--- config.mk ---
export PLATFORM = sky130hd
export DESIGN_NAME = pointer_motion_rotator_unit
export DESIGN_NICKNAME = d
export VERILOG_FILES = /design/src/sv/pmr_pkg.sv /design/src/sv/pointer_motion_rotator_unit.sv
export SDC_FILE = /design/constraint.sdc
export NUM_CORES = 2
export LEC_CHECK = 0
export ABC_AREA = 1
export BUFFER_PORTS_ARGS = -buffer_cell sky130_fd_sc_hd__buf_2
export CORE_UTILIZATION = 45
export CTS_CLUSTER_DIAMETER = 50
export DETAILED_ROUTE_END_ITERATION = 10
export PLACE_DENSITY_LB_ADDON = 0.2
export SYNTH_ARGS = -nofsm -noshare
export SYNTH_HDL_FRONTEND = slang
export SYNTH_SLANG_ARGS = --single-unit
--- constraint.sdc ---
create_clock -name clock -period 11.75 [get_ports clock]
set_clock_uncertainty 0.05 [all_clocks]
set_input_delay 1.175 -clock clock [delete_from_list [all_inputs] [get_ports clock]]
set_output_delay 1.175 -clock clock [all_outputs]
set_load 0.02 [all_outputs]
--- src/sv/pmr_pkg.sv ---
// Package for the pointer motion rotator: widths, scale constants and the
// quarter-wave sine table.
// No dependencies; used by the top level, its checker and the testbench.
package pmr_pkg;

   // Field widths
   localparam int DeltaWidth  = 16;
   localparam int OutWidth    = 17;
   localparam int AngleWidth  = 10;
   localparam int TrigWidth   = 11;
   localparam int ProdWidth   = DeltaWidth + TrigWidth;   // product and sum of two products
   localparam int MagWidth    = ProdWidth - 1;            // magnitude of the sum
   localparam int QuotWidth   = 16;                       // |sum| / 1000 stays below 2^16

   // Rotation constants
   localparam int RotScale    = 1000;
   localparam int FullTurn    = 360;
   localparam int QuarterTurn = 90;
   localparam int TableLast   = 18;

   // Divide by 1000 as multiply by reciprocal, low by at most one
   localparam int RecipShift  = 36;
   localparam int RecipWidth  = 27;
   localparam logic [RecipWidth-1:0] RecipMult =
      RecipWidth'((64'd1 << RecipShift) / RotScale);

   // Index into the table: r / 5 as (r * 205) >> 10, exact for r < 90
   localparam int RemWidth    = 7;
   localparam int IdxMultWidth = 8;
   localparam logic [IdxMultWidth-1:0] IdxMult = 8'd205;
   localparam int IdxShift    = 10;
   localparam int IdxWidth    = 5;

   // Axis codes
   localparam logic [1:0] AXIS_X = 2'd0;
   localparam logic [1:0] AXIS_Y = 2'd1;

   typedef logic signed [TrigWidth-1:0] trig_type;

   // Sine of idx * 5 degrees, scaled by 1000
   function automatic trig_type pmr_sine(input logic [IdxWidth-1:0] idx);
      trig_type val;
      case (idx)
         5'd0:    val = 11'sd0;
         5'd1:    val = 11'sd87;
         5'd2:    val = 11'sd174;
         5'd3:    val = 11'sd259;
         5'd4:    val = 11'sd342;
         5'd5:    val = 11'sd423;
         5'd6:    val = 11'sd500;
         5'd7:    val = 11'sd574;
         5'd8:    val = 11'sd643;
         5'd9:    val = 11'sd707;
         5'd10:   val = 11'sd766;
         5'd11:   val = 11'sd819;
         5'd12:   val = 11'sd866;
         5'd13:   val = 11'sd906;
         5'd14:   val = 11'sd940;
         5'd15:   val = 11'sd966;
         5'd16:   val = 11'sd985;
         5'd17:   val = 11'sd996;
         5'd18:   val = 11'sd1000;
         default: val = 11'sd0;
      endcase
      return val;
   endfunction

endpackage

--- src/sv/pointer_motion_rotator_unit.sv ---
// Pointer motion rotator top level: angle setup and the four-stage rotation pipeline.
// Depends on pmr_pkg.
//
// Rotates relative X/Y pointer deltas by a whole-degree angle written through
// csr_wr_en / csr_rotation_degrees; the write takes effect for items accepted from
// the next cycle on. The angle is reduced modulo 360 and rounded down to 5 degrees
// within its quadrant. Each item passes four register stages before it shows on
// rsp_valid: the two multiplies, the signed sum, a reciprocal multiply for the
// divide by 1000, and its one-step correction with the sign restore each end in
// a register of their own. The pipeline takes one item per cycle; it fills up
// behind a stalled result and holds req_stall only once every stage is occupied
// and the result is stalled. The stored last X and Y deltas update as items
// enter, so back-to-back items see their predecessors. Non-relative events and
// other axes come out unchanged in the same order.
module pointer_motion_rotator_unit
   import pmr_pkg::*;
(
   input  logic                         clock,
   input  logic                         reset,
   input  logic                         csr_wr_en,
   input  logic signed [AngleWidth-1:0] csr_rotation_degrees,
   input  logic                         req_valid,
   output logic                         req_stall,
   input  logic                         req_is_relative,
   input  logic [1:0]                   req_axis,
   input  logic signed [DeltaWidth-1:0] req_delta,
   output logic                         rsp_valid,
   input  logic                         rsp_stall,
   output logic signed [OutWidth-1:0]   rsp_delta_out
);

   // Angle setup
   logic signed [AngleWidth:0]   angle_wide;
   logic [AngleWidth-2:0]        angle_norm;
   logic [1:0]                   quad;
   logic [AngleWidth-2:0]        quad_base;
   logic [RemWidth-1:0]          angle_rem;
   logic [RemWidth+IdxMultWidth-1:0] idx_prod;
   logic [IdxWidth-1:0]          idx;
   trig_type                     tab_sin, tab_cos;
   trig_type                     sine_ff, cosine_ff, sine_in, cosine_in;

   // State and pipeline
   logic signed [DeltaWidth-1:0] last_x_ff, last_y_ff;
   logic                         rot_acc, is_x, is_y;
   logic signed [DeltaWidth-1:0] other_axis;

   logic                         s1_valid_ff, s2_valid_ff, s3_valid_ff, rsp_valid_ff;
   logic                         s1_rot_ff, s2_rot_ff, s3_rot_ff;
   logic                         s1_sub_ff;
   logic signed [DeltaWidth-1:0] s1_pass_ff, s2_pass_ff, s3_pass_ff;
   logic signed [ProdWidth-1:0]  s1_pcos_ff, s1_psin_ff, s1_pcos_in, s1_psin_in;
   logic signed [ProdWidth-1:0]  acc;
   logic                         s2_neg_ff, s3_neg_ff, s2_neg_in;
   logic [MagWidth-1:0]          s2_mag_ff, s3_mag_ff, s2_mag_in;
   logic [MagWidth+RecipWidth-1:0] recip_prod;
   logic [QuotWidth-1:0]         s3_quot_ff, s3_quot_in;
   logic [MagWidth-1:0]          quot_scaled, rem;
   logic [OutWidth-1:0]          quot_fix;
   logic signed [OutWidth-1:0]   rsp_delta_out_ff, rsp_delta_out_in;
   logic                         rdy_out, rdy3, rdy2, rdy1, accept;

   // Reduce the written angle into 0..359
   always_comb begin
      if (int'(csr_rotation_degrees) < -FullTurn) begin
         angle_wide = (AngleWidth+1)'(csr_rotation_degrees) + (AngleWidth+1)'(2 * FullTurn);
      end else if (csr_rotation_degrees < 0) begin
         angle_wide = (AngleWidth+1)'(csr_rotation_degrees) + (AngleWidth+1)'(FullTurn);
      end else if (int'(csr_rotation_degrees) >= FullTurn) begin
         angle_wide = (AngleWidth+1)'(csr_rotation_degrees) - (AngleWidth+1)'(FullTurn);
      end else begin
         angle_wide = (AngleWidth+1)'(csr_rotation_degrees);
      end
      angle_norm = angle_wide[AngleWidth-2:0];
   end

   // Split into quadrant and table index
   always_comb begin
      if (angle_norm >= 9'(3 * QuarterTurn)) begin
         quad = 2'd3;
      end else if (angle_norm >= 9'(2 * QuarterTurn)) begin
         quad = 2'd2;
      end else if (angle_norm >= 9'(QuarterTurn)) begin
         quad = 2'd1;
      end else begin
         quad = 2'd0;
      end
      case (quad)
         2'd0:    quad_base = 9'd0;
         2'd1:    quad_base = 9'(QuarterTurn);
         2'd2:    quad_base = 9'(2 * QuarterTurn);
         default: quad_base = 9'(3 * QuarterTurn);
      endcase
      angle_rem = RemWidth'(angle_norm - quad_base);
      idx_prod  = (RemWidth+IdxMultWidth)'(angle_rem) * (RemWidth+IdxMultWidth)'(IdxMult);
      idx       = idx_prod[IdxShift +: IdxWidth];
      tab_sin   = pmr_sine(idx);
      tab_cos   = pmr_sine(IdxWidth'(TableLast) - idx);
   end

   // Fold the quarter-wave values by quadrant
   always_comb begin
      case (quad)
         2'd0: begin
            sine_in   = tab_sin;
            cosine_in = tab_cos;
         end
         2'd1: begin
            sine_in   = tab_cos;
            cosine_in = -tab_sin;
         end
         2'd2: begin
            sine_in   = -tab_sin;
            cosine_in = -tab_cos;
         end
         default: begin
            sine_in   = -tab_cos;
            cosine_in = tab_sin;
         end
      endcase
   end

   // Hold the angle's sine and cosine; reset is angle zero
   always_ff @(posedge clock) begin
      if (reset) begin
         sine_ff   <= '0;
         cosine_ff <= TrigWidth'(RotScale);
      end else if (csr_wr_en) begin
         sine_ff   <= sine_in;
         cosine_ff <= cosine_in;
      end
   end

   // Stage handshakes: a stage advances when the one after it is empty or advancing
   assign rdy_out   = !rsp_valid_ff || !rsp_stall;
   assign rdy3      = !s3_valid_ff || rdy_out;
   assign rdy2      = !s2_valid_ff || rdy3;
   assign rdy1      = !s1_valid_ff || rdy2;
   assign req_stall = !rdy1;
   assign accept    = req_valid && rdy1;

   // Stage 1: classify the beat, form both products, record the raw delta
   assign is_x       = req_is_relative && (req_axis == AXIS_X);
   assign is_y       = req_is_relative && (req_axis == AXIS_Y);
   assign rot_acc    = is_x || is_y;
   assign other_axis = is_x ? last_y_ff : last_x_ff;
   assign s1_pcos_in = ProdWidth'(req_delta) * ProdWidth'(cosine_ff);
   assign s1_psin_in = ProdWidth'(other_axis) * ProdWidth'(sine_ff);

   always_ff @(posedge clock) begin
      if (reset) begin
         last_x_ff <= '0;
         last_y_ff <= '0;
      end else if (accept) begin
         if (is_x) begin
            last_x_ff <= req_delta;
         end
         if (is_y) begin
            last_y_ff <= req_delta;
         end
      end
   end

   always_ff @(posedge clock) begin
      if (rdy1) begin
         s1_rot_ff  <= rot_acc;
         s1_sub_ff  <= is_x;
         s1_pass_ff <= req_delta;
         s1_pcos_ff <= s1_pcos_in;
         s1_psin_ff <= s1_psin_in;
      end
   end

   // Stage 2: signed sum, then split into sign and magnitude
   always_comb begin
      acc       = s1_sub_ff ? (s1_pcos_ff - s1_psin_ff) : (s1_pcos_ff + s1_psin_ff);
      s2_neg_in = acc[ProdWidth-1];
      s2_mag_in = s2_neg_in ? MagWidth'(-acc) : MagWidth'(acc);
   end

   always_ff @(posedge clock) begin
      if (rdy2) begin
         s2_rot_ff  <= s1_rot_ff;
         s2_pass_ff <= s1_pass_ff;
         s2_neg_ff  <= s2_neg_in;
         s2_mag_ff  <= s2_mag_in;
      end
   end

   // Stage 3: estimate magnitude / 1000 by reciprocal multiply
   assign recip_prod = (MagWidth+RecipWidth)'(s2_mag_ff) * (MagWidth+RecipWidth)'(RecipMult);
   assign s3_quot_in = recip_prod[RecipShift +: QuotWidth];

   always_ff @(posedge clock) begin
      if (rdy3) begin
         s3_rot_ff  <= s2_rot_ff;
         s3_pass_ff <= s2_pass_ff;
         s3_neg_ff  <= s2_neg_ff;
         s3_mag_ff  <= s2_mag_ff;
         s3_quot_ff <= s3_quot_in;
      end
   end

   // Stage 4: correct the estimate by one, restore the sign, or pass the raw value
   always_comb begin
      quot_scaled = MagWidth'(s3_quot_ff) * MagWidth'(RotScale);
      rem         = s3_mag_ff - quot_scaled;
      quot_fix    = OutWidth'(s3_quot_ff) + OutWidth'(rem >= MagWidth'(RotScale));
      if (!s3_rot_ff) begin
         rsp_delta_out_in = OutWidth'(s3_pass_ff);
      end else if (s3_neg_ff) begin
         rsp_delta_out_in = -$signed(quot_fix);
      end else begin
         rsp_delta_out_in = $signed(quot_fix);
      end
   end

   always_ff @(posedge clock) begin
      if (rdy_out) begin
         rsp_delta_out_ff <= rsp_delta_out_in;
      end
   end

   // Advance the stage valid bits
   always_ff @(posedge clock) begin
      if (reset) begin
         s1_valid_ff  <= 1'b0;
         s2_valid_ff  <= 1'b0;
         s3_valid_ff  <= 1'b0;
         rsp_valid_ff <= 1'b0;
      end else begin
         if (rdy1) begin
            s1_valid_ff <= req_valid;
         end
         if (rdy2) begin
            s2_valid_ff <= s1_valid_ff;
         end
         if (rdy3) begin
            s3_valid_ff <= s2_valid_ff;
         end
         if (rdy_out) begin
            rsp_valid_ff <= s3_valid_ff;
         end
      end
   end

   assign rsp_valid     = rsp_valid_ff;
   assign rsp_delta_out = rsp_delta_out_ff;

endmodule

# Yosys cells after proc, flatten, opt, wreduce, memory -nomap -nowiden
# Memory sizes are Yosys's and may differ from the RTL's.
# Index checks and enable logic that the tools add are counted.
word_totals:
  ff_bits: 251
  mem_bits_ro: 640
  out_inout_bits: 19
  word_cells: 85
  n_memories: 2
mem_list:
  columns: ["name", "depth", "word_bits", "rd", "rd_clocked_by_memory_dff", "write_ports", "line", "source"]
  rows:
  - ["(no name shown)", 32, 10, 1, 0, 0, "pmr_pkg.sv:43", "case (idx)"]
  - ["(no name shown)", 32, 10, 1, 0, 0, "pmr_pkg.sv:43", null]
classes:
  add_sub_neg: 13
  multipliers: 5
  order_cmp: 7
  n_eq_ne: 3
  mux: 14
  reduce_logical: 18
op_table:
  columns: ["cell", "n"]
  rows:
  - ["$pmux 11 s3", 2]
  - ["$mul 16x11->27", 2]
  - ["$mul 26x25->50 const B", 1]
  - ["$mux 17", 2]
  - ["$add 27x27->27", 1]
  - ["$mux 27", 1]
  - ["$mux 9", 3]
  - ["$sub 27x27->27", 1]
  - ["$ge 26x10->1 const B", 1]
  - ["$mux 26", 1]
  - ["$neg 26->26", 1]
  - ["$sub 26x26->26", 1]
  - ["$mul 16x7->23 const B", 1]
  - ["$neg 11->11", 2]
  - ["$pmux 7 s3", 1]
  - ["$add 9x9->9 const B", 2]
  - ["$add 16x1->17", 1]
  - ["$neg 17->17", 1]
  - ["$mux 16", 1]
  - ["$mul 7x8->15 const B", 1]
  - ["$ge 10x10->1 const B", 1]
  - ["$lt 10x1->1 const B", 1]
  - ["$lt 10x10->1 const B", 1]
  - ["$ge 9x7->1 const B", 1]
  - ["other kinds (14)", 29]

# Depth between registers and ports, before layout
# An unclocked memory read counts as a cell.
depth:
  word_depth: 16
  depth_mapped: 59

# Least setup slack after synthesis
# Ideal clock, no wire load.
synth_timing:
  path_kind: "input port to flip-flop"
  start: "in csr_rotation_degrees[4]"
  end: "reg cosine_ff[1]"
  arrival_ns: 9.373
  required_ns: 11.568
  setup_slack_ns: 2.195
  cell_stages: 52
  n_path_buf: 1
  cell_sequence: "inv_1 > ha_1 > nand2_1 > nand2_1 > a21oi_1 > o21ai_0 > nand2_1 > nor2_2 > inv_1 > o22ai_1 > xor2_1 > nand2_1 > o21ai_1 > o211ai_1 > a31oi_2 > inv_1 > a21oi_1 > inv_1 > (+16 left out) > nand2_1 > nand2_1 > inv_1 > nand3_1 > nand2_1 > ha_1 > inv_1 > ha_1 > clkbuf_1 > nand2_1 > inv_1 > o21ai_0 > o211ai_1 > nand2_1 > ha_1 > a22o_1 > o311ai_0 > a21oi_1"
synth_via:
  elab_chain_len: 16
synth_lines:
  columns: ["element", "line", "source"]
  rows:
  - ["from (decl)", "pointer_motion_rotator_unit.sv:21", "input logic signed [AngleWidth-1:0] csr_rotation_degrees,"]
  - ["$sub 9x9->9 / $ge 10x10->1 (equally long branches)", "pointer_motion_rotator_unit.sv:70, pointer_motion_rotator_unit.sv:69", null]
  - ["$mux 9", "pointer_motion_rotator_unit.sv:69", "end else if (int'(csr_rotation_degrees) >= FullTurn) begin"]
  - ["$mux 9", "pointer_motion_rotator_unit.sv:67", "end else if (csr_rotation_degrees < 0) begin"]
  - ["$mux 9 (*)", "pointer_motion_rotator_unit.sv:65", "if (int'(csr_rotation_degrees) < -FullTurn) begin"]
  - ["$ge 9x7->1", "pointer_motion_rotator_unit.sv:83", "end else if (angle_norm >= 9'(QuarterTurn)) begin"]
  - ["$mux 1", "pointer_motion_rotator_unit.sv:83", null]
  - ["$mux 2", "pointer_motion_rotator_unit.sv:81", "end else if (angle_norm >= 9'(2 * QuarterTurn)) begin"]
  - ["$mux 2", "pointer_motion_rotator_unit.sv:79", "if (angle_norm >= 9'(3 * QuarterTurn)) begin"]
  - ["$eq 2x2->1 (tied with other cells)", "pointer_motion_rotator_unit.sv:88, pointer_motion_rotator_unit.sv:103", null]
  - ["$pmux 7 s3", "pointer_motion_rotator_unit.sv:88", "case (quad)"]
  - ["$sub 7x7->7", "pointer_motion_rotator_unit.sv:94", "angle_rem = RemWidth'(angle_norm - quad_base);"]
  - ["$mul 7x8->15", "pointer_motion_rotator_unit.sv:95", "idx_prod = (RemWidth+IdxMultWidth)'(angle_rem) * (RemWidth+IdxMultWidth)'(IdxMult);"]
  - ["$sub 5x5->5", "pointer_motion_rotator_unit.sv:98", "tab_cos = pmr_sine(IdxWidth'(TableLast) - idx);"]
  - ["$mem_v2 32x10", null, null]
  - ["$neg 11->11", "pointer_motion_rotator_unit.sv:114", "cosine_in = -tab_cos;"]
  - ["$pmux 11 s3 (*)", "pointer_motion_rotator_unit.sv:103", "case (quad)"]
  - ["to (signal assigned)", "pointer_motion_rotator_unit.sv:127", "cosine_ff <= TrigWidth'(RotScale);"]
  - ["to (signal assigned)", "pointer_motion_rotator_unit.sv:130", "cosine_ff <= cosine_in;"]
  - ["to (decl)", "pointer_motion_rotator_unit.sv:41", "trig_type sine_ff, cosine_ff, sine_in, cosine_in;"]
# Every way passes the cells marked *; elsewhere a longest branch is shown, timed or not.
# A chain may end at the register's enable or synchronous reset.

# Worst setup path in the final report
layout_timing:
  start: "in csr_rotation_degrees[4]"
  end: "reg sine_ff[8]"
layout_via:
  elab_chain_len: 16
layout_lines:
  columns: ["element", "line", "source"]
  rows:
  - ["$sub 9x9->9 / $ge 10x10->1 (equally long branches)", "pointer_motion_rotator_unit.sv:70, pointer_motion_rotator_unit.sv:69", null]
  - ["$mux 9", "pointer_motion_rotator_unit.sv:69", null]
  - ["$mux 9", "pointer_motion_rotator_unit.sv:67", null]
  - ["$mux 9 (*)", "pointer_motion_rotator_unit.sv:65", null]
  - ["$ge 9x7->1", "pointer_motion_rotator_unit.sv:83", null]
  - ["$mux 1", "pointer_motion_rotator_unit.sv:83", null]
  - ["$mux 2", "pointer_motion_rotator_unit.sv:81", null]
  - ["$mux 2", "pointer_motion_rotator_unit.sv:79", null]
  - ["$eq 2x2->1 (tied with other cells)", "pointer_motion_rotator_unit.sv:88, pointer_motion_rotator_unit.sv:103", null]
  - ["$pmux 7 s3", "pointer_motion_rotator_unit.sv:88", null]
  - ["$sub 7x7->7", "pointer_motion_rotator_unit.sv:94", null]
  - ["$mul 7x8->15", "pointer_motion_rotator_unit.sv:95", null]
  - ["$sub 5x5->5", "pointer_motion_rotator_unit.sv:98", null]
  - ["$mem_v2 32x10", null, null]
  - ["$neg 11->11", "pointer_motion_rotator_unit.sv:117", "sine_in = -tab_cos;"]
  - ["$pmux 11 s3 (*)", "pointer_motion_rotator_unit.sv:103", null]
  - ["to (signal assigned)", "pointer_motion_rotator_unit.sv:129", "sine_ff <= sine_in;"]
  - ["to (decl)", "pointer_motion_rotator_unit.sv:41", null]
# Marks and branches as above.

==> flow_summary.yaml <==
synth:
  synth_edf_count: 190
  async_flop_share_pct: 0
  synth_top_area_share_pct: 28.5
  synthTopCellsByCount: "inv_1 (1139), nand2_1 (784), fa_1 (584)"
  syn_area_um2: 41100
  synth_top_cell_by_area: "fa_1"
  synthDistinctLibCells: 67
  syn_avg_cell_area_um2: 8.59
  synth_most_common_cell: "inv_1"
  synth-seq-cells: 248
  yosysSeqAreaShare_pct: 16.7
  syn_inst: 4779
  syn_nets: 5951
  synth_ff_type: "edfxtp_1"
  yosys-top-cells-area: "fa_1 (28%), ha_1 (17%), edfxtp_1 (14%)"
  yosys_warnings: 0
grt:
  grt.total_usage_pct: 22.4
  grt_overflow: 0
  grt_max_degree: 73
  grt_pass1_vias: 31400
  antenna_found_initial: 5
  gr-usage-met3_pct: 2.80
  grtUsageMet2_pct: 38.1
  busiest_layer: "met2"
  grt_use_met1_pct: 30.4
  grt_first_pass_wirelength_um: 164000
routing:
  wl_um: 101000
  first_iter_violations: 1802
  avgViaCountPerCell: 5.05
  firstDrtPassIters: 5
  vias: 30300
  detail-route-antenna-nets: 0
  wire_per_inst_um: 16.8
  drc: 0
place:
  dp_hpwl_um: 81800
  port_buffers: 52
  place_congestion: 0.948
  place_ws_ns: 0.998
timing:
  rsz0062_at_grt: "false"
  maxSlewViolCount: 0
  worst_slack_ns: 1.56
  finalSetupViolCount: 0
  finalSetupTns_ns: 0
  worst_slew_pin_slew_ns: 1.16
  slew_headroom_pct: 22.0
  period_minus_slack_ns: 10.19
  fmax_mhz: 98.1
  finalHoldViolations: 0
  layout_worst_path_cycle_share_pct: 86.7
finish:
  final_nets: 5972
  fillers: 8833
  seqCellArea_um2: 6870
  drive_gt1_share_pct: 4.76
  antenna_cells: 0
  area_growth_pct: 6.60
  multi_input_area_um2: 29500
setup_path:
  cpPeakStageDelay_ns: 0.49
  path_max_fanout: 9
  cpMostUsedCell: "nand2_1"
  arrival_ns: 10.57
  startpoint: "csr_rotation_degrees[4]"
  rr_worst_depth: 43
  cp-start-kind: "primary input"
  cpMaxStageDelayCell: "ha_1"
  end_kind: "flop"
  worstPathRequired_ns: 12.13
  crit_type: "primary input to flop"
  r2r-start: "s3_quot_ff[2]"
clock_network:
  cts_tree: "done"
  clk_pin_slew_worst_paths_ns: 0.06
  clk_path_buf_depth: 3
  cts-buffers-inserted: 37
  clock-sinks: 248
  cts_root_buffer: "clkbuf_16"
  cts_hold_buf: 0
  clock_latency_ns: 0.58
  ctsResizeCount: 0
  htreeDepth: 2
  post_cts_buffers: 0
flow_run:
  drv_cap: 0
floorplanning:
  fp.dieArea_um2: 92500
  die_x_um: 304
  fp-row-count: 110
  core-area_um2: 90100
  io_pins: 53
  start_util_pct: 45.6
  die_y_um: 304
worst_hold_path:
  holdPathStages: 0
  worstHoldStart: "s1_pass_ff[2]"
  holdCritPathClass: "flop to flop"
run_status:
  outcome: "complete, no violations"
[flip-flops by register name, indices dropped and copies added (netlist names)]
register / count
s3_neg_ff: 1
s1_psin_ff: 27
s1_valid_ff: 1
sine_ff: 11
s2_rot_ff: 1
rsp_valid: 1
s2_mag_ff: 26
s2_pass_ff: 16
s3_quot_ff: 16
s2_neg_ff: 1
s1_pass_ff: 16
s1_rot_ff: 1
rsp_delta_out: 17
s1_sub_ff: 1
last_y_ff: 16
s3_valid_ff: 1
last_x_ff: 16
s2_valid_ff: 1
cosine_ff: 11
s3_rot_ff: 1
s3_mag_ff: 23
s1_pcos_ff: 27
s3_pass_ff: 16
[metrics by stage]
stage	utilization, %	cells	hold slack (ns)	instance area, um2
finish	48.6	6004	0.365	43800
global placement	47.2	5937	0.351	42600
CTS	48.6	6004	0.367	43800
detailed placement	47.2	5937	0.355	42600
floorplan	-	4779	0.350	41100
global route	48.6	6004	0.372	43800
[cell usage in the layout, fill, tap and decap left out, types with 5 or more instances in the layout]
cell,netlist,layout
clkinv_1,4,10
a21o_1,12,12
nand4_1,33,33
o31ai_1,11,11
inv_6,0,5
nand2_1,784,784
clkbuf_16,0,39
fa_1,584,584
xnor2_1,72,72
o211ai_1,13,13
nand3_2,9,9
nor2_2,5,5
o21ai_0,178,178
inv_1,1139,1136
buf_2,2,52
nor2_1,285,285
o21bai_1,10,10
dfxtp_1,58,58
a21oi_1,255,255
buf_4,0,21
o22ai_1,6,6
nor2_4,5,5
inv_2,14,17
nand3_1,127,127
ha_1,554,554
edfxtp_1,190,190
nand2_2,20,20
a31oi_1,15,15
nor3_1,24,24
nand3b_1,5,5
nor4_1,9,9
o21ai_1,29,29
or2_2,18,18
xor2_1,151,151
and2_1,7,7
[cells by family (layout without fill, tap and decap cells)]
logic type      count (synthesis)  in the layout  share of synthesized area [%]
compound gates                571            571                           7.72
xor+xnor                      224            224                           4.79
fa+ha+maj                    1138           1138                           45.3
buf+inv                      1249           1298                           11.6
flops                         248            248                           16.7
mux                             1              1                         0.0244
simple gates                 1348           1348                           13.9
[per-layer routing]
metal	part of all wire (%)	wire length [um]
met4	2.0	2020
met3	4.7	4720
met5	0.027	27
met2	48	47900
met1	46	45900
[critical path, delay by kind of cell]
family | cells | cell delay (ns)
adder cells (fa/ha/maj) | 11 | 3.78
XOR/XNOR | 3 | 0.57
AND/OR/NAND/NOR | 19 | 2.21
buffers and inverters | 9 | 0.91
AO/OA/AOI/OAI | 12 | 1.88
[worst paths after layout]
check                 endpoint  slack [ns]
max reg2reg  rsp_delta_out[15]        2.38
max                 sine_ff[8]        1.56
min              s2_pass_ff[2]        0.37
min reg2reg      s2_pass_ff[2]        0.37
[cell type report]
cell class	instances	share of cell area (%)
Timing Repair Buffer	73	0.955
Clock buffer	41	2.25
Multi-Input combinational cell	3282	67.3
Tap cell	1176	3.36
Inverter	1158	9.93
Clock inverter	26	0.532
Sequential cell	248	15.7
Power is left out: the tool's default activity adds up to more than one toggle a clock period on the data nets, which glitch-free logic cannot reach.
